File: src/hw/rtl/bgi_pkg.sv
package bgi_pkg;

  localparam int unsigned MAX_X_POINTS = 16;
  localparam int unsigned MAX_Y_POINTS = 16;

  localparam int unsigned XAW = $clog2(MAX_X_POINTS);
  localparam int unsigned YAW = $clog2(MAX_Y_POINTS);
  localparam int unsigned IW  = (XAW > YAW) ? XAW : YAW;
  localparam int unsigned GAW = $clog2(MAX_X_POINTS * MAX_Y_POINTS);

  localparam int unsigned CNT_W     = 5;
  localparam int unsigned CFG_IDX_W = 2;
  localparam int unsigned DATA_W    = 32;
  localparam int unsigned DIFF_W    = DATA_W + 1;
  localparam int unsigned PROD_W    = DIFF_W + DATA_W;
  localparam int unsigned ACC_W     = PROD_W + 1;
  localparam int unsigned DIV_STEPS = ACC_W;
  localparam int unsigned DCNT_W    = $clog2(DIV_STEPS);

  localparam logic [CFG_IDX_W-1:0] CFG_X_POINTS = 2'd0;
  localparam logic [CFG_IDX_W-1:0] CFG_Y_POINTS = 2'd1;

  localparam logic [1:0] ST_OK         = 2'd0;
  localparam logic [1:0] ST_ZERO_WIDTH = 2'd1;
  localparam logic [1:0] ST_SAT        = 2'd2;

  typedef enum logic [1:0] {
    OP_QUERY = 2'd0,
    OP_WR_X  = 2'd1,
    OP_WR_Y  = 2'd2,
    OP_WR_Z  = 2'd3
  } op_e;

  typedef enum logic [3:0] {
    RD_NONE, RD_FIRST, RD_LAST, RD_IDX, RD_LEFT, RD_RIGHT,
    RD_Z00, RD_Z01, RD_Z10, RD_Z11
  } rd_sel_e;

  typedef enum logic [3:0] {
    CAP_NONE, CAP_FIRST, CAP_INC, CAP_LEFT, CAP_P1, CAP_P2,
    CAP_Z00, CAP_Z01, CAP_Z10, CAP_Z11
  } cap_e;

  typedef enum logic [3:0] {
    DP_NONE, DP_MUL_A, DP_MUL_B, DP_SUM, DP_DIV_INIT, DP_DIV_STEP, DP_DIV_END,
    DP_OUT_WR, DP_OUT_DEG, DP_OUT_RES
  } dp_op_e;

  typedef enum logic [1:0] {
    JOB_R1, JOB_R2, JOB_FIN
  } job_e;

  typedef struct packed {
    logic    accept;
    logic    axis;     // 0: x, 1: y
    rd_sel_e rd_sel;
    cap_e    cap;
    logic    idx_inc;
    dp_op_e  op;
    job_e    job;
  } cmd_t;

  typedef struct packed {
    logic srch_end;
    logic hit;
    logic degen;
    logic div_last;
  } stat_t;

endpackage

File: src/hw/rtl/bgi_ctrl.sv
module bgi_ctrl import bgi_pkg::*; (
  input  logic       clk_i,
  input  logic       rst_ni,
  input  logic       in_valid_i,
  input  logic [1:0] operation_i,
  output logic       in_ready_o,
  output logic       out_valid_o,
  input  logic       out_ready_i,
  output cmd_t       cmd_o,
  input  stat_t      stat_i
);

  typedef enum logic [4:0] {
    S_IDLE, S_AX_FIRST, S_AX_LAST, S_AX_INC, S_SRCH_RD, S_SRCH_CMP,
    S_P1, S_P2, S_P3, S_Z0, S_Z1, S_Z2, S_Z3, S_Z4,
    S_MUL_A, S_MUL_B, S_SUM, S_DIV_INIT, S_DIV_STEP, S_DIV_END,
    S_OUT_DEG, S_OUT_RES
  } state_e;

  state_e state_q, state_d;
  logic   out_valid_q, out_free, accept, load;
  logic   axis_q, axis_d;
  job_e   job_q, job_d;

  assign out_free   = !out_valid_q || out_ready_i;
  assign in_ready_o = (state_q == S_IDLE) && out_free;
  assign accept     = in_valid_i && in_ready_o;

  always_comb begin
    state_d       = state_q;
    axis_d        = axis_q;
    job_d         = job_q;
    load          = 1'b0;
    cmd_o         = '0;
    cmd_o.axis    = axis_q;
    cmd_o.job     = job_q;
    cmd_o.rd_sel  = RD_NONE;
    cmd_o.cap     = CAP_NONE;
    cmd_o.op      = DP_NONE;
    cmd_o.accept  = accept;
    case (state_q)
      S_IDLE: begin
        if (accept) begin
          if (operation_i == OP_QUERY) begin
            axis_d  = 1'b0;
            state_d = S_AX_FIRST;
          end else begin
            cmd_o.op = DP_OUT_WR;
            load     = 1'b1;
          end
        end
      end
      S_AX_FIRST: begin
        cmd_o.rd_sel = RD_FIRST;
        state_d      = S_AX_LAST;
      end
      S_AX_LAST: begin
        cmd_o.rd_sel = RD_LAST;
        cmd_o.cap    = CAP_FIRST;
        state_d      = S_AX_INC;
      end
      S_AX_INC: begin
        cmd_o.cap = CAP_INC;
        state_d   = S_SRCH_RD;
      end
      S_SRCH_RD: begin
        // ran off the end of the list: use the last segment
        if (stat_i.srch_end) begin
          cmd_o.cap = CAP_LEFT;
          state_d   = S_P1;
        end else begin
          cmd_o.rd_sel = RD_IDX;
          state_d      = S_SRCH_CMP;
        end
      end
      S_SRCH_CMP: begin
        if (stat_i.hit) begin
          cmd_o.cap = CAP_LEFT;
          state_d   = S_P1;
        end else begin
          cmd_o.idx_inc = 1'b1;
          state_d       = S_SRCH_RD;
        end
      end
      S_P1: begin
        cmd_o.rd_sel = RD_LEFT;
        state_d      = S_P2;
      end
      S_P2: begin
        cmd_o.rd_sel = RD_RIGHT;
        cmd_o.cap    = CAP_P1;
        state_d      = S_P3;
      end
      S_P3: begin
        cmd_o.cap = CAP_P2;
        if (axis_q) begin
          state_d = S_Z0;
        end else begin
          axis_d  = 1'b1;
          state_d = S_AX_FIRST;
        end
      end
      S_Z0: begin
        cmd_o.rd_sel = RD_Z00;
        state_d      = S_Z1;
      end
      S_Z1: begin
        cmd_o.rd_sel = RD_Z01;
        cmd_o.cap    = CAP_Z00;
        state_d      = S_Z2;
      end
      S_Z2: begin
        cmd_o.rd_sel = RD_Z10;
        cmd_o.cap    = CAP_Z01;
        state_d      = S_Z3;
      end
      S_Z3: begin
        cmd_o.rd_sel = RD_Z11;
        cmd_o.cap    = CAP_Z10;
        state_d      = S_Z4;
      end
      S_Z4: begin
        cmd_o.cap = CAP_Z11;
        job_d     = JOB_R1;
        state_d   = stat_i.degen ? S_OUT_DEG : S_MUL_A;
      end
      S_MUL_A: begin
        cmd_o.op = DP_MUL_A;
        state_d  = S_MUL_B;
      end
      S_MUL_B: begin
        cmd_o.op = DP_MUL_B;
        state_d  = S_SUM;
      end
      S_SUM: begin
        cmd_o.op = DP_SUM;
        state_d  = S_DIV_INIT;
      end
      S_DIV_INIT: begin
        cmd_o.op = DP_DIV_INIT;
        state_d  = S_DIV_STEP;
      end
      S_DIV_STEP: begin
        cmd_o.op = DP_DIV_STEP;
        if (stat_i.div_last) state_d = S_DIV_END;
      end
      S_DIV_END: begin
        cmd_o.op = DP_DIV_END;
        case (job_q)
          JOB_R1: begin
            job_d   = JOB_R2;
            state_d = S_MUL_A;
          end
          JOB_R2: begin
            job_d   = JOB_FIN;
            state_d = S_MUL_A;
          end
          default: state_d = S_OUT_RES;
        endcase
      end
      S_OUT_DEG: begin
        if (out_free) begin
          cmd_o.op = DP_OUT_DEG;
          load     = 1'b1;
          state_d  = S_IDLE;
        end
      end
      S_OUT_RES: begin
        if (out_free) begin
          cmd_o.op = DP_OUT_RES;
          load     = 1'b1;
          state_d  = S_IDLE;
        end
      end
      default: state_d = S_IDLE;
    endcase
  end

  always_ff @(posedge clk_i or negedge rst_ni) begin
    if (!rst_ni) begin
      state_q     <= S_IDLE;
      axis_q      <= 1'b0;
      job_q       <= JOB_R1;
      out_valid_q <= 1'b0;
    end else begin
      state_q <= state_d;
      axis_q  <= axis_d;
      job_q   <= job_d;
      if (load)             out_valid_q <= 1'b1;
      else if (out_ready_i) out_valid_q <= 1'b0;
    end
  end

  assign out_valid_o = out_valid_q;

endmodule

File: config.mk
export PLATFORM = sky130hd
export DESIGN_NAME = bgi_ctrl
export DESIGN_NICKNAME = d
export VERILOG_FILES = /design/src/hw/rtl/bgi_pkg.sv /design/src/hw/rtl/bgi_ctrl.sv
export SDC_FILE = /design/constraint.sdc
export NUM_CORES = 1
export LEC_CHECK = 0
export BUFFER_PORTS_ARGS = -buffer_cell sky130_fd_sc_hd__buf_2
export CORE_ASPECT_RATIO = 0.7
export CORE_MARGIN = 2
export CORE_UTILIZATION = 50
export DETAILED_ROUTE_END_ITERATION = 12
export PLACE_DENSITY = 0.78
export SYNTH_ARGS = -nofsm -noshare
export SYNTH_HDL_FRONTEND = slang
export SYNTH_SLANG_ARGS = --single-unit
File: constraint.sdc
create_clock -name clk_i -period 2.5 [get_ports clk_i]
set_input_delay 0.625 -clock clk_i [delete_from_list [all_inputs] [get_ports clk_i]]
set_output_delay 0.625 -clock clk_i [all_outputs]
set_load 0.005 [all_outputs]
After elaboration in Yosys (flattened, before gate mapping)
Cells that the tools add are included.

Register bits after elaboration: 9. Input bits: 10.

Equality and inequality tests: 27. Muxes and demuxes: 33. Reductions and logical operators: 15.

Operators with widths (number): 5-bit one-hot mux with 21 select lines (1); 4-bit one-hot mux with 9 select lines (2); 5-bit by 4-bit == test with 1-bit output, second input constant (8); 4-bit one-hot mux with 10 select lines (1); 5-bit == test, second input constant (6); 5-bit 2-to-1 mux (6); 5-bit by 3-bit == test with 1-bit output, second input constant (4); 4-bit 2-to-1 mux (3); 5-bit by 2-bit == test with 1-bit output, second input constant (2); 2-bit 2-to-1 mux (5); 1-bit 2-to-1 mux (9); 2-bit one-hot mux with 2 select lines (2); 3-bit 2-to-1 mux (2); 2-bit nonzero test (3); 5-bit by 1-bit == test with 1-bit output, second input constant (1); 5-bit zero test (1); 2-bit zero test (2); 2-bit by 1-bit != test with 1-bit output, second input constant (2); 2-bit != test, second input constant (2); 1-bit one-hot mux with 2 select lines (2); 4-bit AND reduction (1); 2-bit OR reduction (2); 3-bit != test, second input constant (1); 3-bit AND reduction (1); other kinds (5) (6).

Logic depth before layout (Yosys ltp)
Word-level depth: 7. Depth in mapped cells: 7. Gate-level depth less buffers: 4.

Least setup slack after synthesis
Ideal clock, no wire load.

Kind: input port to output port. Start: input port out_ready_i. End: output port cmd_o[3] in the netlist's numbering. Arrival: 1.311 ns. Path slack: 0.564 ns. Stages: 4. Buffers on the path: 0. Cell sequence: nand2b_1 > and4_1 > o21ai_1 > o221ai_1.

RTL lines: start: declaration (RTL line bgi_ctrl.sv:8) `input logic out_ready_i,`; end: declaration (RTL line bgi_ctrl.sv:9) `output cmd_t cmd_o,`.

==> flow_results.xml <==
<?xml version="1.0" encoding="UTF-8"?>
<metrics>
  <group name="placed_design">
    <metric name="dp.final_hpwl" unit="mm">1.902</metric>
    <metric name="place_congestion" unit="">0.8619</metric>
    <metric name="port_buffers" unit="">28</metric>
  </group>
  <group name="power">
    <metric name="power.static_leakage" unit="nW">0.5407</metric>
    <metric name="totalPowerFinal" unit="mW">1.428</metric>
    <metric name="power.share.clock" unit="%">8.5</metric>
    <metric name="power.density_cell_area" unit="nW/um^2">1261</metric>
    <metric name="netSwitchingFraction" unit="%">49.10</metric>
    <metric name="combPwrFrac" unit="%">69.6</metric>
    <metric name="pwr-share-seq" unit="%">21.9</metric>
    <metric name="power_switching" unit="mW">0.7011</metric>
    <metric name="peakVddDrop" unit="V">0.0005668</metric>
    <metric name="cell_internal_pwr" unit="mW">0.7268</metric>
  </group>
  <group name="cells_and_area">
    <metric name="sequential_cell_area" unit="um^2">226.5</metric>
    <metric name="fillCellCount" unit="">151</metric>
    <metric name="multi_input_comb_area" unit="um^2">640.6</metric>
    <metric name="mostFrequentLayoutCells" unit="">sky130_fd_sc_hd__buf_2, sky130_fd_sc_hd__nor2_1, sky130_fd_sc_hd__a21oi_1</metric>
    <metric name="layout-drive-gt1-share" unit="%">29.87</metric>
    <metric name="area_growth" unit="%">18.15</metric>
    <metric name="final_common_cell" unit="">sky130_fd_sc_hd__buf_2</metric>
    <metric name="num_antenna_cells" unit="">0</metric>
    <metric name="design.final.nets" unit="">165</metric>
  </group>
  <group name="clocking">
    <metric name="cts_max_path_buffers" unit="">2</metric>
    <metric name="clock_sinks" unit="">9</metric>
    <metric name="clk_transition_reported_paths" unit="ns">0.06</metric>
    <metric name="cts_inserted_buffers" unit="">3</metric>
    <metric name="clk-insertion-delay-late" unit="ns">0.28</metric>
    <metric name="root_buffer_master" unit="">sky130_fd_sc_hd__clkbuf_4</metric>
    <metric name="tritoncts" unit="">yes</metric>
    <metric name="htree_levels" unit="">1</metric>
  </group>
  <group name="global_route">
    <metric name="grt_max_degree" unit="">26</metric>
    <metric name="grtUsageMet2" unit="%">39.41</metric>
    <metric name="globalRouteMet3Util" unit="%">7.256</metric>
    <metric name="grt_use_total" unit="%">23.19</metric>
    <metric name="overflow_left_after_global_routing" unit="">0</metric>
    <metric name="antenna_found_initial" unit="">0</metric>
    <metric name="grt_pass1_vias" unit="">835</metric>
    <metric name="busiest_layer" unit="">met2</metric>
    <metric name="grt_first_pass_wirelength" unit="mm">3.933</metric>
    <metric name="grt.met1_usage" unit="%">29.09</metric>
  </group>
  <group name="floorplanning">
    <metric name="die_area" unit="um^2">2289</metric>
    <metric name="die-height" unit="um">40.63</metric>
    <metric name="start_util" unit="%">52.14</metric>
    <metric name="boundaryPins" unit="">29</metric>
    <metric name="placeableCoreArea" unit="um^2">1838</metric>
    <metric name="die_x" unit="um">56.33</metric>
    <metric name="floorplan.rows" unit="">13</metric>
  </group>
  <group name="timing">
    <metric name="hold_viol" unit="">0</metric>
    <metric name="final_count_of_negative_setup_slack_endpoints" unit="">0</metric>
    <metric name="finalCriticalPeriod" unit="ns">2.399</metric>
    <metric name="max-slew-margin-rel" unit="%">75.53</metric>
    <metric name="finalSetupTns" unit="ns">0</metric>
    <metric name="final-max-slew-violation-count" unit="">0</metric>
    <metric name="timing_worst_slew_pin_value" unit="ns">0.3671</metric>
    <metric name="period_share" unit="%">95.97</metric>
    <metric name="final.setup_skew" unit="ns">0.006699</metric>
    <metric name="rsz0062_at_grt" unit="">no</metric>
    <metric name="clock.fmax" unit="GHz">0.4168</metric>
    <metric name="fin_hold_ws" unit="ns">0.1942</metric>
  </group>
  <group name="critical_path">
    <metric name="path_cells" unit="">buf_4 &gt; or3_4 &gt; o22ai_2 &gt; a22o_1 &gt; buf_2</metric>
    <metric name="timing.critical_path.required" unit="ns">1.88</metric>
    <metric name="crit_path_max_fanout" unit="">12</metric>
    <metric name="critPathMaxStageDelay" unit="ns">0.51</metric>
    <metric name="worst_setup_path_start_kind" unit="">flop</metric>
    <metric name="cp.buffers_inverters" unit="">2</metric>
    <metric name="crit_family" unit="">flip-flops</metric>
    <metric name="timing.critical_path.slowest_stage_cell" unit="">sky130_fd_sc_hd__dfrtp_1</metric>
    <metric name="worstSetupPathType" unit="">reg2out</metric>
    <metric name="crit_arrival" unit="ns">1.77</metric>
    <metric name="setup.worst_path.end_class" unit="">output port</metric>
  </group>
  <group name="status">
    <metric name="status" unit="">complete, no violations</metric>
  </group>
  <group name="synthesis">
    <metric name="synth-seq-area-share" unit="%">23.50</metric>
    <metric name="synth.largest_area_cell" unit="">sky130_fd_sc_hd__dfrtp_1</metric>
    <metric name="synth_top_cells_by_area" unit="">sky130_fd_sc_hd__dfrtp_1, sky130_fd_sc_hd__nor2_1, sky130_fd_sc_hd__a21oi_1</metric>
    <metric name="syn_nets" unit="">138</metric>
    <metric name="syn-cell-area" unit="um^2">958.4</metric>
    <metric name="synth_edf_count" unit="">0</metric>
    <metric name="ys_warn_count" unit="">0</metric>
    <metric name="netlist-cell-type-count" unit="">41</metric>
    <metric name="synth_largest_type_area_fraction" unit="%">23.50</metric>
    <metric name="synth-main-ff-cell" unit="">sky130_fd_sc_hd__dfrtp_1</metric>
    <metric name="syn-instance-count" unit="">128</metric>
    <metric name="synth-seq-cells" unit="">9</metric>
    <metric name="postSynth.asyncResetShare" unit="%">100.0</metric>
    <metric name="syn_avg_cell_area" unit="um^2">7.488</metric>
  </group>
  <group name="detailed_routing">
    <metric name="detail_route.vias_per_cell" unit="">6.114</metric>
    <metric name="post_drt_wl_per_cell" unit="um">14.71</metric>
    <metric name="detailroute.via_count" unit="">1076</metric>
    <metric name="drt.antenna.violating_nets" unit="">0</metric>
    <metric name="drt-initial-drc-count" unit="">71</metric>
    <metric name="drt-total-wl" unit="mm">2.589</metric>
    <metric name="firstDrtPassIters" unit="">4</metric>
    <metric name="post-route-drc-count" unit="">0</metric>
  </group>
  <group name="worst_hold_path">
    <metric name="min_path_type" unit="">in2async</metric>
  </group>
  <group name="job">
    <metric name="max_cap_violations" unit="">0</metric>
  </group>
</metrics>
==> synth_stat cells, types with 3 or more instances <==
master                     number
sky130_fd_sc_hd__nor2b_1        5
sky130_fd_sc_hd__a21oi_1       10
sky130_fd_sc_hd__nand2_1        9
sky130_fd_sc_hd__nand2b_1       5
sky130_fd_sc_hd__buf_2          9
sky130_fd_sc_hd__dfrtp_1        9
sky130_fd_sc_hd__mux2i_1        3
sky130_fd_sc_hd__a32oi_1        3
sky130_fd_sc_hd__nor3b_1        3
sky130_fd_sc_hd__nor2_1        19
sky130_fd_sc_hd__buf_4          5
sky130_fd_sc_hd__nand3_1        4
sky130_fd_sc_hd__o21ai_0        9
==> path summary, 6_finish.rpt <==
kind	end	cells after the start	slack, ns	start
worst min register to register	job_q[0]$_DFFE_PN0P_	1	0.49	job_q[0]$_DFFE_PN0P_
worst min-delay path	out_valid_o$_DFFE_PN0P_	1	0.19	rst_ni
worst max register to register	state_q[0]$_DFFE_PN0P_	5	1.03	state_q[3]$_DFFE_PN0P_
worst max-delay path	cmd_o[7]	5	0.10	state_q[1]$_DFFE_PN0P_
min in group clk_i	job_q[0]$_DFFE_PN0P_	1	0.49	job_q[0]$_DFFE_PN0P_
max in group asynchronous	state_q[0]$_DFFE_PN0P_	1	2.10	rst_ni
==> flip-flops by register name (all words and copies together), names as in the netlist <==
name and flops:
state_q 5, axis_q 1, job_q 2, out_valid_o 1
==> stage by stage <==
step,instances,area (um^2),utilization [%],setup slack (ns)
CTS,176,1126,61.27,0.07145
global placement,172,1100,59.84,0.2620
finish,176,1132,61.61,0.1007
detailed placement,172,1100,59.84,0.2014
global route,176,1132,61.61,0.01559
floorplan,128,958.4,-,0.5637
==> power by group through the flow <==
stage / clock network, mW / logic (mW) / registers, mW
finish: 0.121 / 0.994 / 0.313
floorplan: 0 / 0.770 / 0.257
detailed placement: 0 / 0.975 / 0.305
global route: 0.132 / 1.10 / 0.326
global placement: 0 / 0.959 / 0.301
CTS: 0.122 / 0.980 / 0.303
==> kinds of logic after synthesis <==
family | count (synthesis) | share of synthesized area (%)
AO/OA/AOI/OAI | 41 | 29.64
buffers and inverters | 16 | 10.18
AND/OR/NAND/NOR | 59 | 33.55
flip-flops | 9 | 23.50
multiplexers | 3 | 3.133
==> routing by layer <==
layer	vias up	routed length (um)
met5	-	0
met1	503	1102
met3	2	249
met2	51	1220
met4	0	16
li1	520	-
==> repair_timing <==
item                                    CTS  global route
buffers inserted                          0             0
hold buffers                              0             0
endpoints found under the setup margin    0             6
hold endpoints to repair                  0             0
gates resized for setup                   0             2
==> area by class of cell <==
type | instances | area share (%)
Tap cell | 22 | 2.431
Inverter | 1 | 0.3315
Multi-Input combinational cell | 103 | 56.57
Clock buffer | 4 | 2.320
Sequential cell | 9 | 20.00
Timing Repair Buffer | 37 | 18.34
Note: power is estimated with default switching activity, not from simulation.
